File: src/sfhw_pkg.sv
// shared types and constants for the sample fifo with high-water mark
`default_nettype none

package sfhw_pkg;

    // sample and field widths
    localparam int SAMPLE_W = 16;
    localparam int HWM_W    = 5;
    localparam int LEVEL_W  = 4;

    // high-water mark after reset, before saturation to the depth
    localparam logic [HWM_W-1:0] HWM_RESET = 5'd16;

    // request codes
    localparam logic REQ_PUSH = 1'b0;
    localparam logic REQ_POP  = 1'b1;

    // one finished request as the controller reports it
    typedef struct packed {
        logic               valid;
        logic               accepted;
        logic               pop_ok;
        logic [LEVEL_W-1:0] fill;
        logic [LEVEL_W-1:0] space;
    } t_result;

endpackage

`default_nettype wire

File: src/sfhw_ram.sv
// generic single-clock ram, one write and one registered read port
`default_nettype none

module sfhw_ram #(
    parameter int W = 16,
    parameter int D = 16
) (
    input  wire logic                              i_clk,
    input  wire logic                              i_we,
    input  wire logic [((D > 1) ? $clog2(D) : 1)-1:0] i_waddr,
    input  wire logic [W-1:0]                      i_wdata,
    input  wire logic                              i_re,
    input  wire logic [((D > 1) ? $clog2(D) : 1)-1:0] i_raddr,
    output logic      [W-1:0]                      o_rdata
);

    logic [W-1:0] r_mem [D];
    logic [W-1:0] r_rdata;

    // write port
    always_ff @(posedge i_clk) begin
        if (i_we) begin
            r_mem[i_waddr] <= i_wdata;
        end
    end

    // registered read port
    always_ff @(posedge i_clk) begin
        if (i_re) begin
            r_rdata <= r_mem[i_raddr];
        end
    end

    assign o_rdata = r_rdata;

endmodule

`default_nettype wire

File: src/sfhw_ctrl.sv
// ring pointers, fill count, high-water mark and per-request decision
`default_nettype none

module sfhw_ctrl #(
    parameter int DEPTH = 16
) (
    input  wire logic                                   i_clk,
    input  wire logic                                   i_rst_n,
    input  wire logic                                   i_start,
    input  wire logic                                   i_req_type,
    input  wire logic signed [sfhw_pkg::SAMPLE_W-1:0]   i_push_sample,
    input  wire logic                                   i_cfg_we,
    input  wire logic [sfhw_pkg::HWM_W-1:0]             i_cfg_wdata,
    output logic                                        o_ram_we,
    output logic [((DEPTH > 1) ? $clog2(DEPTH) : 1)-1:0] o_ram_waddr,
    output logic [sfhw_pkg::SAMPLE_W-1:0]               o_ram_wdata,
    output logic                                        o_ram_re,
    output logic [((DEPTH > 1) ? $clog2(DEPTH) : 1)-1:0] o_ram_raddr,
    output sfhw_pkg::t_result                           o_res
);

    localparam int AW = (DEPTH > 1) ? $clog2(DEPTH) : 1;
    localparam int CW = ((AW + 1) > 6) ? (AW + 1) : 6;
    localparam logic [CW-1:0] DEPTH_C = CW'(DEPTH);
    localparam logic [CW-1:0] HWM_RST =
        ({{(CW-sfhw_pkg::HWM_W){1'b0}}, sfhw_pkg::HWM_RESET} > DEPTH_C) ?
        DEPTH_C : {{(CW-sfhw_pkg::HWM_W){1'b0}}, sfhw_pkg::HWM_RESET};
    localparam logic [AW-1:0] LAST_IDX = AW'(DEPTH - 1);

    logic [AW-1:0] r_rd_idx, n_rd_idx;
    logic [AW-1:0] r_wr_idx, n_wr_idx;
    logic [AW-1:0] r_fill,   n_fill;
    logic [CW-1:0] r_hwm,    n_hwm;
    sfhw_pkg::t_result r_res, n_res;

    logic          push_ok;
    logic          pop_ok;
    logic [CW-1:0] cur_space;
    logic [CW-1:0] new_space;
    logic [CW-1:0] cfg_ext;

    // pushes still allowed: min of free slots and mark minus fill
    function automatic logic [CW-1:0] space_of(input logic [AW-1:0] fill,
                                               input logic [CW-1:0] hwm);
        logic [CW-1:0] fill_ext;
        logic [CW-1:0] free_slots;
        logic [CW-1:0] under;
        fill_ext   = {{(CW-AW){1'b0}}, fill};
        free_slots = DEPTH_C - CW'(1) - fill_ext;
        under      = (hwm > fill_ext) ? (hwm - fill_ext) : '0;
        return (under < free_slots) ? under : free_slots;
    endfunction

    // request decision against the current state
    always_comb begin
        cur_space = space_of(r_fill, r_hwm);
        push_ok   = i_start && (i_req_type == sfhw_pkg::REQ_PUSH) && (cur_space != '0);
        pop_ok    = i_start && (i_req_type == sfhw_pkg::REQ_POP) && (r_fill != '0);
    end

    // pointer and fill update
    always_comb begin
        n_wr_idx = r_wr_idx;
        n_rd_idx = r_rd_idx;
        n_fill   = r_fill;
        if (push_ok) begin
            n_wr_idx = (r_wr_idx == LAST_IDX) ? '0 : r_wr_idx + AW'(1);
            n_fill   = r_fill + AW'(1);
        end
        if (pop_ok) begin
            n_rd_idx = (r_rd_idx == LAST_IDX) ? '0 : r_rd_idx + AW'(1);
            n_fill   = r_fill - AW'(1);
        end
    end

    // mark write, saturated to the depth
    always_comb begin
        cfg_ext = {{(CW-sfhw_pkg::HWM_W){1'b0}}, i_cfg_wdata};
        n_hwm   = r_hwm;
        if (i_cfg_we) begin
            n_hwm = (cfg_ext > DEPTH_C) ? DEPTH_C : cfg_ext;
        end
    end

    // status after the request
    always_comb begin
        logic [CW-1:0] fill_ext;
        fill_ext       = {{(CW-AW){1'b0}}, n_fill};
        new_space      = space_of(n_fill, r_hwm);
        n_res.valid    = i_start;
        n_res.accepted = push_ok || pop_ok;
        n_res.pop_ok   = pop_ok;
        n_res.fill     = fill_ext[sfhw_pkg::LEVEL_W-1:0];
        n_res.space    = new_space[sfhw_pkg::LEVEL_W-1:0];
    end

    // control state and result payload
    always_ff @(posedge i_clk) begin
        if (!i_rst_n) begin
            r_rd_idx    <= '0;
            r_wr_idx    <= '0;
            r_fill      <= '0;
            r_hwm       <= HWM_RST;
            r_res.valid <= 1'b0;
        end else begin
            r_rd_idx    <= n_rd_idx;
            r_wr_idx    <= n_wr_idx;
            r_fill      <= n_fill;
            r_hwm       <= n_hwm;
            r_res.valid <= n_res.valid;
        end
        r_res.accepted <= n_res.accepted;
        r_res.pop_ok   <= n_res.pop_ok;
        r_res.fill     <= n_res.fill;
        r_res.space    <= n_res.space;
    end

    // memory requests
    assign o_ram_we    = push_ok;
    assign o_ram_waddr = r_wr_idx;
    assign o_ram_wdata = i_push_sample;
    assign o_ram_re    = pop_ok;
    assign o_ram_raddr = r_rd_idx;
    assign o_res       = r_res;

endmodule

`default_nettype wire

File: src/sample_fifo_high_water.sv
// Sample FIFO with high-water mark: signed 16-bit samples in a ring of DEPTH
// slots held in one synchronous memory, at most DEPTH-1 samples stored. Each
// request (i_start) is a push or a pop: a request is taken every cycle (o_busy
// stays low) and its result appears on o_done in the cycle after, from the
// controller's result register; a popped sample comes from the registered read
// of the sample memory issued at the edge that takes the pop. The receiver
// cannot stall the result. A push is stored only while space is nonzero, space
// being the smaller of the free slots and the high-water mark minus the fill
// level, never below zero. The mark resets to min(16, DEPTH), and writes above
// DEPTH saturate to DEPTH; write it only while no request is in flight.
`default_nettype none

module sample_fifo_high_water #(
    parameter int DEPTH = 16
) (
    input  wire logic                                  i_clk,
    input  wire logic                                  i_rst_n,
    input  wire logic                                  i_start,
    output logic                                       o_busy,
    input  wire logic                                  i_req_type,
    input  wire logic signed [sfhw_pkg::SAMPLE_W-1:0]  i_push_sample,
    input  wire logic                                  i_cfg_we,
    input  wire logic [sfhw_pkg::HWM_W-1:0]            i_cfg_wdata,
    output logic                                       o_done,
    output logic                                       o_accepted,
    output logic signed [sfhw_pkg::SAMPLE_W-1:0]       o_pop_sample,
    output logic [sfhw_pkg::LEVEL_W-1:0]               o_fill_level,
    output logic [sfhw_pkg::LEVEL_W-1:0]               o_space_left
);

    localparam int AW = (DEPTH > 1) ? $clog2(DEPTH) : 1;

    logic                          ram_we;
    logic [AW-1:0]                 ram_waddr;
    logic [sfhw_pkg::SAMPLE_W-1:0] ram_wdata;
    logic                          ram_re;
    logic [AW-1:0]                 ram_raddr;
    logic [sfhw_pkg::SAMPLE_W-1:0] ram_rdata;
    sfhw_pkg::t_result             res;

    // pointer and decision logic
    sfhw_ctrl #(
        .DEPTH(DEPTH)
    ) u_ctrl (
        .i_clk        (i_clk),
        .i_rst_n      (i_rst_n),
        .i_start      (i_start),
        .i_req_type   (i_req_type),
        .i_push_sample(i_push_sample),
        .i_cfg_we     (i_cfg_we),
        .i_cfg_wdata  (i_cfg_wdata),
        .o_ram_we     (ram_we),
        .o_ram_waddr  (ram_waddr),
        .o_ram_wdata  (ram_wdata),
        .o_ram_re     (ram_re),
        .o_ram_raddr  (ram_raddr),
        .o_res        (res)
    );

    // sample storage
    sfhw_ram #(
        .W(sfhw_pkg::SAMPLE_W),
        .D(DEPTH)
    ) u_store (
        .i_clk  (i_clk),
        .i_we   (ram_we),
        .i_waddr(ram_waddr),
        .i_wdata(ram_wdata),
        .i_re   (ram_re),
        .i_raddr(ram_raddr),
        .o_rdata(ram_rdata)
    );

    // result ports
    assign o_busy       = 1'b0;
    assign o_done       = res.valid;
    assign o_accepted   = res.accepted;
    assign o_pop_sample = res.pop_ok ? $signed(ram_rdata) : '0;
    assign o_fill_level = res.fill;
    assign o_space_left = res.space;

endmodule

`default_nettype wire

File: config.mk
export PLATFORM = sky130hd
export DESIGN_NAME = sample_fifo_high_water
export DESIGN_NICKNAME = d
export VERILOG_FILES = /design/src/sfhw_pkg.sv /design/src/sfhw_ram.sv /design/src/sfhw_ctrl.sv /design/src/sample_fifo_high_water.sv
export SDC_FILE = /design/constraint.sdc
export NUM_CORES = 1
export LEC_CHECK = 0
export ABC_AREA = 1
export BUFFER_PORTS_ARGS = -buffer_cell sky130_fd_sc_hd__buf_4
export CORE_ASPECT_RATIO = 0.5
export CORE_MARGIN = 1.5
export CORE_UTILIZATION = 40
export DETAILED_ROUTE_END_ITERATION = 12
export PLACE_DENSITY = 0.55
export SYNTH_ARGS = -nofsm -noshare
export SYNTH_HDL_FRONTEND = slang
export SYNTH_SLANG_ARGS = --single-unit
export TNS_END_PERCENT = 1
File: constraint.sdc
create_clock -name i_clk -period 4.27 [get_ports i_clk]
set_input_delay 0.854 -clock i_clk [delete_from_list [all_inputs] [get_ports i_clk]]
set_output_delay 0.854 -clock i_clk [all_outputs]
set_load 0.05 [all_outputs]
==> After elaboration in Yosys (flattened, before gate mapping) <==
Memory sizes are Yosys's and may differ from the RTL's. A register that Yosys moved wholly into a read port is not among the register bits.
Cells that the tools add are included.
{ "totals": {"register_bits": 29, "latchBits": 0, "input_bits": 26, "rom_bits": 0, "memories": 1, "ram_bits": 256} }
{ "mem_list": {"columns": ["memory", "depth", "width", "read_ports", "rd_ports_with_merged_regs", "wr", "line_no", "text"], "rows": [
  ["u_store.r_mem", 16, 16, 1, 1, 1, "sfhw_ram.sv:17", "logic [W-1:0] r_mem [D];"]
]} }
{ "op_classes": {"mux": 12, "reduce_logical": 7, "n_eq_ne": 2, "mul": 0, "n_div": 0, "bitwise_logic": 1, "addsub": 8, "shifts": 0, "n_lt_le_gt_ge": 5} }
{ "op_table": {"columns": ["cell", "count"], "rows": [
  ["4-bit 2-to-1 mux", 5],
  ["6-bit 2-to-1 mux", 3],
  ["16-bit 2-to-1 mux", 1],
  ["4-bit by 1-bit adder with 4-bit output (second input constant)", 3],
  ["6-bit by 4-bit > comparator with 1-bit output", 2],
  ["6-bit less-than comparator", 2],
  ["6-bit by 4-bit subtractor with 6-bit output", 2],
  ["4-bit by 4-bit subtractor with 5-bit output (first input constant)", 2],
  ["4-bit equality test (second input constant)", 2],
  ["6-bit nonzero test", 1],
  ["5-bit > comparator (second input constant)", 1],
  ["5-bit 2-to-1 mux", 1],
  ["1-bit logical AND", 4],
  ["4-bit nonzero test", 1],
  ["4-bit by 1-bit subtractor with 4-bit output (second input constant)", 1],
  ["1-bit 2-to-1 mux", 2],
  ["1-bit logical OR", 1],
  ["1-bit NOT", 1]
]} }

==> Logic depth before layout (Yosys ltp) <==
{ "depth": {"ltp_word": 12, "depth_mapped": 40, "depth_no_buf": 40} }

==> Hierarchy <==
A second synthesis with hierarchy kept.
{ "hier_totals": {"hier_cells": 1405, "hier_area_um2": 13849.5} }
{ "by_module_without_submodules": {"columns": ["module", "area_per_inst_um2", "instances", "cells_per_inst", "seq_area_each_um2"], "rows": [
  ["sfhw_ram", 11541.1, 1, 1074, 8167.8],
  ["sfhw_ctrl", 2133.3, 1, 295, 560.5],
  ["sample_fifo_high_water", 175.2, 1, 36, 0.0]
]} }

==> Least setup slack after synthesis <==
Ideal clock, no wire load.
{ "synth_timing": {"path_type": "register to register", "from": "register u_ctrl.r_fill[0]", "to": "register u_ctrl.r_res, in the netlist u_ctrl.o_res[3]", "slack_ns": -0.466, "t_required_ns": 4.157, "stages_incl_launch_ff": 38, "arrival_time_ns": 4.623, "setup_time_ns": 0.113, "n_path_buf": 1, "path_cell_list": "dfxtp_1 ha_1 clkinv_1 fa_1 nand4_1 nand2_2 nand2_2 inv_2 nand2_2 nor2_4 ha_1 a21oi_1 nand2_1 a41oi_1 nand2_1 nand2_1 nand2_2 nand2_4 [... 2 more ...] nand2_1 xor2_1 inv_1 ha_1 inv_1 ha_1 inv_1 nand2_1 nand3_1 nand2_1 nand2_1 nor2_1 ha_1 a21o_1 nor2_2 nand2_4 nand2_1 nand2_1"} }
{ "synth_rtl": {"columns": ["item", "line_no", "text"], "rows": [
  ["from (decl)", "sfhw_ctrl.sv:32", "logic [AW-1:0] r_fill, n_fill;"],
  ["from (signal assigned)", "sfhw_ctrl.sv:108", "r_fill <= n_fill;"],
  ["to (decl)", "sfhw_ctrl.sv:34", "sfhw_pkg::t_result r_res, n_res;"]
]} }

==> Worst setup path after layout <==
{ "layout_timing": {"from": "register u_ctrl.r_hwm[0]", "to": "register u_ctrl.r_res, in the netlist u_ctrl.o_res[4]"} }
{ "layout_via": {"elab_chain_len": 8, "word_cells_on_any_way": 9, "classes_between": "1 x add/sub; 2 x order compare; 4 x mux; 2 x reduce/logical"} }
{ "layout_lines": {"columns": ["item", "line_no", "text"], "rows": [
  ["from (decl)", "sfhw_ctrl.sv:33", "logic [CW-1:0] r_hwm, n_hwm;"],
  ["from (signal assigned)", "sfhw_ctrl.sv:109", "r_hwm <= n_hwm;"],
  ["6-bit by 4-bit subtractor with 6-bit output / 6-bit by 4-bit > comparator with 1-bit output (equally long branches)", "sfhw_ctrl.sv:50", "under = (hwm > fill_ext) ? (hwm - fill_ext) : '0;"],
  ["6-bit 2-to-1 mux *", "sfhw_ctrl.sv:50", null],
  ["6-bit less-than comparator", "sfhw_ctrl.sv:51", "return (under < free_slots) ? under : free_slots;"],
  ["6-bit 2-to-1 mux *", "sfhw_ctrl.sv:51", null],
  ["6-bit nonzero test *", "sfhw_ctrl.sv:57", "push_ok = i_start && (i_req_type == sfhw_pkg::REQ_PUSH) && (cur_space != '0);"],
  ["1-bit logical AND *", "sfhw_ctrl.sv:57", null],
  ["4-bit 2-to-1 mux *", "sfhw_ctrl.sv:66", "if (push_ok) begin"],
  ["4-bit 2-to-1 mux *", "sfhw_ctrl.sv:70", "if (pop_ok) begin"],
  ["via u_ctrl.n_fill[0]", "sfhw_ctrl.sv:32", null]
]} }
Mark *: on every way through the listed nets, which the timed path passes. The rest lies on a longest branch.
A chain may end at the register's enable or synchronous reset.

==> impl_metrics.tcl <==
set metrics [dict create \
    outcome "finished, violations left" \
    hold_viol_final 0 \
    setup_viol 5 \
    critical_path_class "flip-flop to flip-flop" \
    yosysWarnings 0 \
    grt_util_all_layers 0.192 \
    cts_buffers 28 \
    critPathRequiredTime_ns 4.73 \
    place_congestion 0.805 \
    fin_crit_sh 1.02 \
    netlist-cell-type-count 40 \
    synth_top_area_frac 0.648 \
    cp_max_fo 5 \
    relSlewSlack 0.198 \
    p_per_area_nw_per_um2 509 \
    maxCapViolations 0 \
    drt-initial-drc-count 840 \
    detail-route-antenna-nets 0 \
    clock_sinks 300 \
    holdWs_ns 0.495 \
    grt_overflow 0 \
    fin_skew_ns 0.0135 \
    cp.arrival_ns 4.83 \
    avgSynthCellArea_um2 12.3 \
    cp_slowest_cell "fa_2" \
    r2r-start "u_ctrl.r_hwm[0]" \
    cts_tree "done" \
    hp-start "i_cfg_we" \
    row_count 45 \
    vias 8273 \
    rrSetupSlack_ns -0.1 \
    viasPerCell 5.30 \
    dp_hpwl_um 18000 \
    timing.rr.end "u_ctrl.o_res[4]" \
    synth-async-reset-ratio 0 \
    insertion_delay_ns 0.57 \
    grt_pass1_wl_um 47200 \
    start_util 0.411 \
    yosysTopAreaCell "edfxtp_1" \
    area_growth_pct 17.8 \
    die_w_um 254 \
    wl_um 31000 \
    grt_setup_unrepaired "true" \
    violations "setup timing" \
    drc_errors 0 \
    synthTopCellsByArea "edfxtp_1 (65%), nor2_1 (5.4%), dfxtp_1 (4.4%)" \
    antenna_found_initial 0 \
    min_period_ns 4.37 \
    ys.flop_type "edfxtp_1" \
    hold_depth 2 \
    layout.nets 1163 \
    core_um2 30700 \
    port_buffers 51 \
    crit_path_end_kind "flip-flop" \
    grt_pass1_vias 7926 \
    final_layout_size_suffix_gt1_frac 0.223 \
    whs_endpoint "u_ctrl.r_hwm[4]" \
    worstMarginPinSlew_ns 1.20 \
    htree_num_levels 1 \
    netlist_area_um2 12600 \
    first_pass_iters 5 \
    clockBufferDepth 3 \
    ys_seq_area_frac 0.692 \
    die_area_um2 32700 \
    place_ws_ns -0.0954 \
    root_buffer "clkbuf_16" \
    layout_setup_ws_ns -0.0970 \
    syn_nets 1075 \
    max-vdd-ir-drop_mv 0.314 \
    synth_edf_count 272 \
    crit_path_start_kind "flip-flop" \
    ios 53 \
    wl_per_cell_um 19.9 \
    cts.reportedPaths.clkPinSlew_ns 0.06 \
    leakagePower_nw 5.39 \
    reg2reg_depth 35 \
    min_path_type "input pin to flip-flop" \
    slowest_delay_ns 0.34 \
    die_h_um 129 \
    diodes 0 \
    slew_violations 0 \
    max_freq_mhz 229 \
    ys_seq_elements 300 \
    netlist_instances 1028 \
    startpoint "u_ctrl.r_hwm[0]" \
    crit_top_cell "buf_4" \
    grt_max_degree 117 \
]
==> per-layer routing <==
metal,routed length [um],global-route usage
met1,14500,0.284
met4,475,0.0364
met5,0,0
met2,14000,0.300
met3,1950,0.0350
==> cells in the mapped netlist, drive strengths merged, types with 3 or more instances <==
library cell  number
edfxtp           272
nor2             188
nand2            133
o21ai             73
inv               62
nand3             53
o32ai             41
clkbuf            39
dfxtp             28
mux2i             23
o221ai            23
buf               21
ha                20
a21oi             13
o211ai             9
xor2               9
a211oi             4
clkinv             4
nand4              3
or2                3
==> critical path: cells and delay by family, from the launching register on <==
| family | cells | cell delay, ns |
|---|---|---|
| AO/OA/AOI/OAI | 2 | 0.32 |
| XOR/XNOR | 1 | 0.17 |
| adder cells (fa/ha/maj) | 3 | 0.70 |
| buffers and inverters | 17 | 1.81 |
| flip-flops | 1 | 0.32 |
| AND/OR/NAND/NOR | 12 | 0.95 |
==> stage by stage <==
stage                     cell area (um^2)  setup TNS, ns  std cells  power (mW)  utilization
after floorplan                      12700        -0.0648       1028        4.63            -
after global placement               13800              0       1491        5.03        0.449
after detailed placement             13800         -0.328       1491        5.05        0.449
after CTS                            14800         -0.326       1558        7.57        0.483
after global routing                 14900          -1.91       1560        7.92        0.484
final                                14900         -0.398       1560        7.56        0.484
==> sequential cells by signal, indices dropped and copies added, names as in the netlist <==
signal	flops
u_ctrl.r_hwm	5
u_ctrl.o_ram_raddr	4
u_ctrl.o_ram_waddr	4
u_ctrl.o_res	11
u_ctrl.r_fill	4
u_store.r_mem	256
u_store.o_rdata	16
==> layout make-up <==
cell class                 count  area [um^2]
tap                          423          529
fill                        2730        15800
clock inverter                14          118
clock buffer                  37          774
multi-input combinational    602         3550
inverter                      66          256
timing repair buffer         118          890
sequential                   300         8750
==> cells by family after synthesis <==
| logic type | share of synthesized area |
|---|---|
| simple gates | 0.131 |
| flops | 0.692 |
| compound gates | 0.0886 |
| buf+inv | 0.0416 |
| mux | 0.0183 |
| fa+ha+maj | 0.0214 |
| xor+xnor | 0.00694 |
| other cells | 0.000297 |
==> timing repair <==
item | 4_1_cts | 5_1_grt
cloned | 0 | 0
endpoints found under the setup margin | 4 | 5
gates resized for setup | 12 | 6
pin swaps | 22 | 4
buffers inserted | 16 | 2
hold endpoints to repair | 0 | 0
hold buffers | 0 | 0
==> placed cells by master, fill, tap and decap left out, drive strengths merged <==
| cell | Yosys | layout |
|---|---|---|
| a211oi | 4 | 4 |
| a21o | 1 | 1 |
| a21oi | 13 | 13 |
| a41oi | 1 | 1 |
| and3 | 1 | 1 |
| buf | 21 | 118 |
| bufinv | 0 | 1 |
| clkbuf | 39 | 37 |
| clkinv | 4 | 18 |
| conb | 1 | 1 |
| dfxtp | 28 | 28 |
| edfxtp | 272 | 272 |
| fa | 1 | 1 |
| ha | 20 | 20 |
| inv | 62 | 61 |
| mux2i | 23 | 23 |
| nand2 | 133 | 133 |
| nand3 | 53 | 53 |
| nand4 | 3 | 3 |
| nor2 | 188 | 188 |
| o211ai | 9 | 9 |
| o21ai | 73 | 73 |
| o221ai | 23 | 23 |
| o32ai | 41 | 41 |
| o41ai | 1 | 1 |
| or2 | 3 | 3 |
| xnor2 | 1 | 1 |
| xor2 | 9 | 9 |
==> how the worst max path moves through the flow <==
stage	to	slack, ns	cells past startpoint
after floorplan	u_ctrl.o_res[3]	-0.02	37
after global placement	u_ctrl.o_res[3]	0.04	37
final	u_ctrl.o_res[4]	-0.1	35
after detailed placement	u_ctrl.o_res[2]	-0.1	37
after global routing	u_ctrl.o_res[2]	-0.39	37
after CTS	u_ctrl.o_res[0]	-0.08	37
==> power breakdown <==
part | internal [mW] | switching (mW) | leakage [nW]
clock | 1.34 | 1.08 | 0.441
sequential | 3.32 | 0.129 | 2.69
combinational | 0.664 | 1.02 | 2.26
total | 5.32 | 2.24 | 5.39
Note: power is estimated with default switching activity, not from simulation.
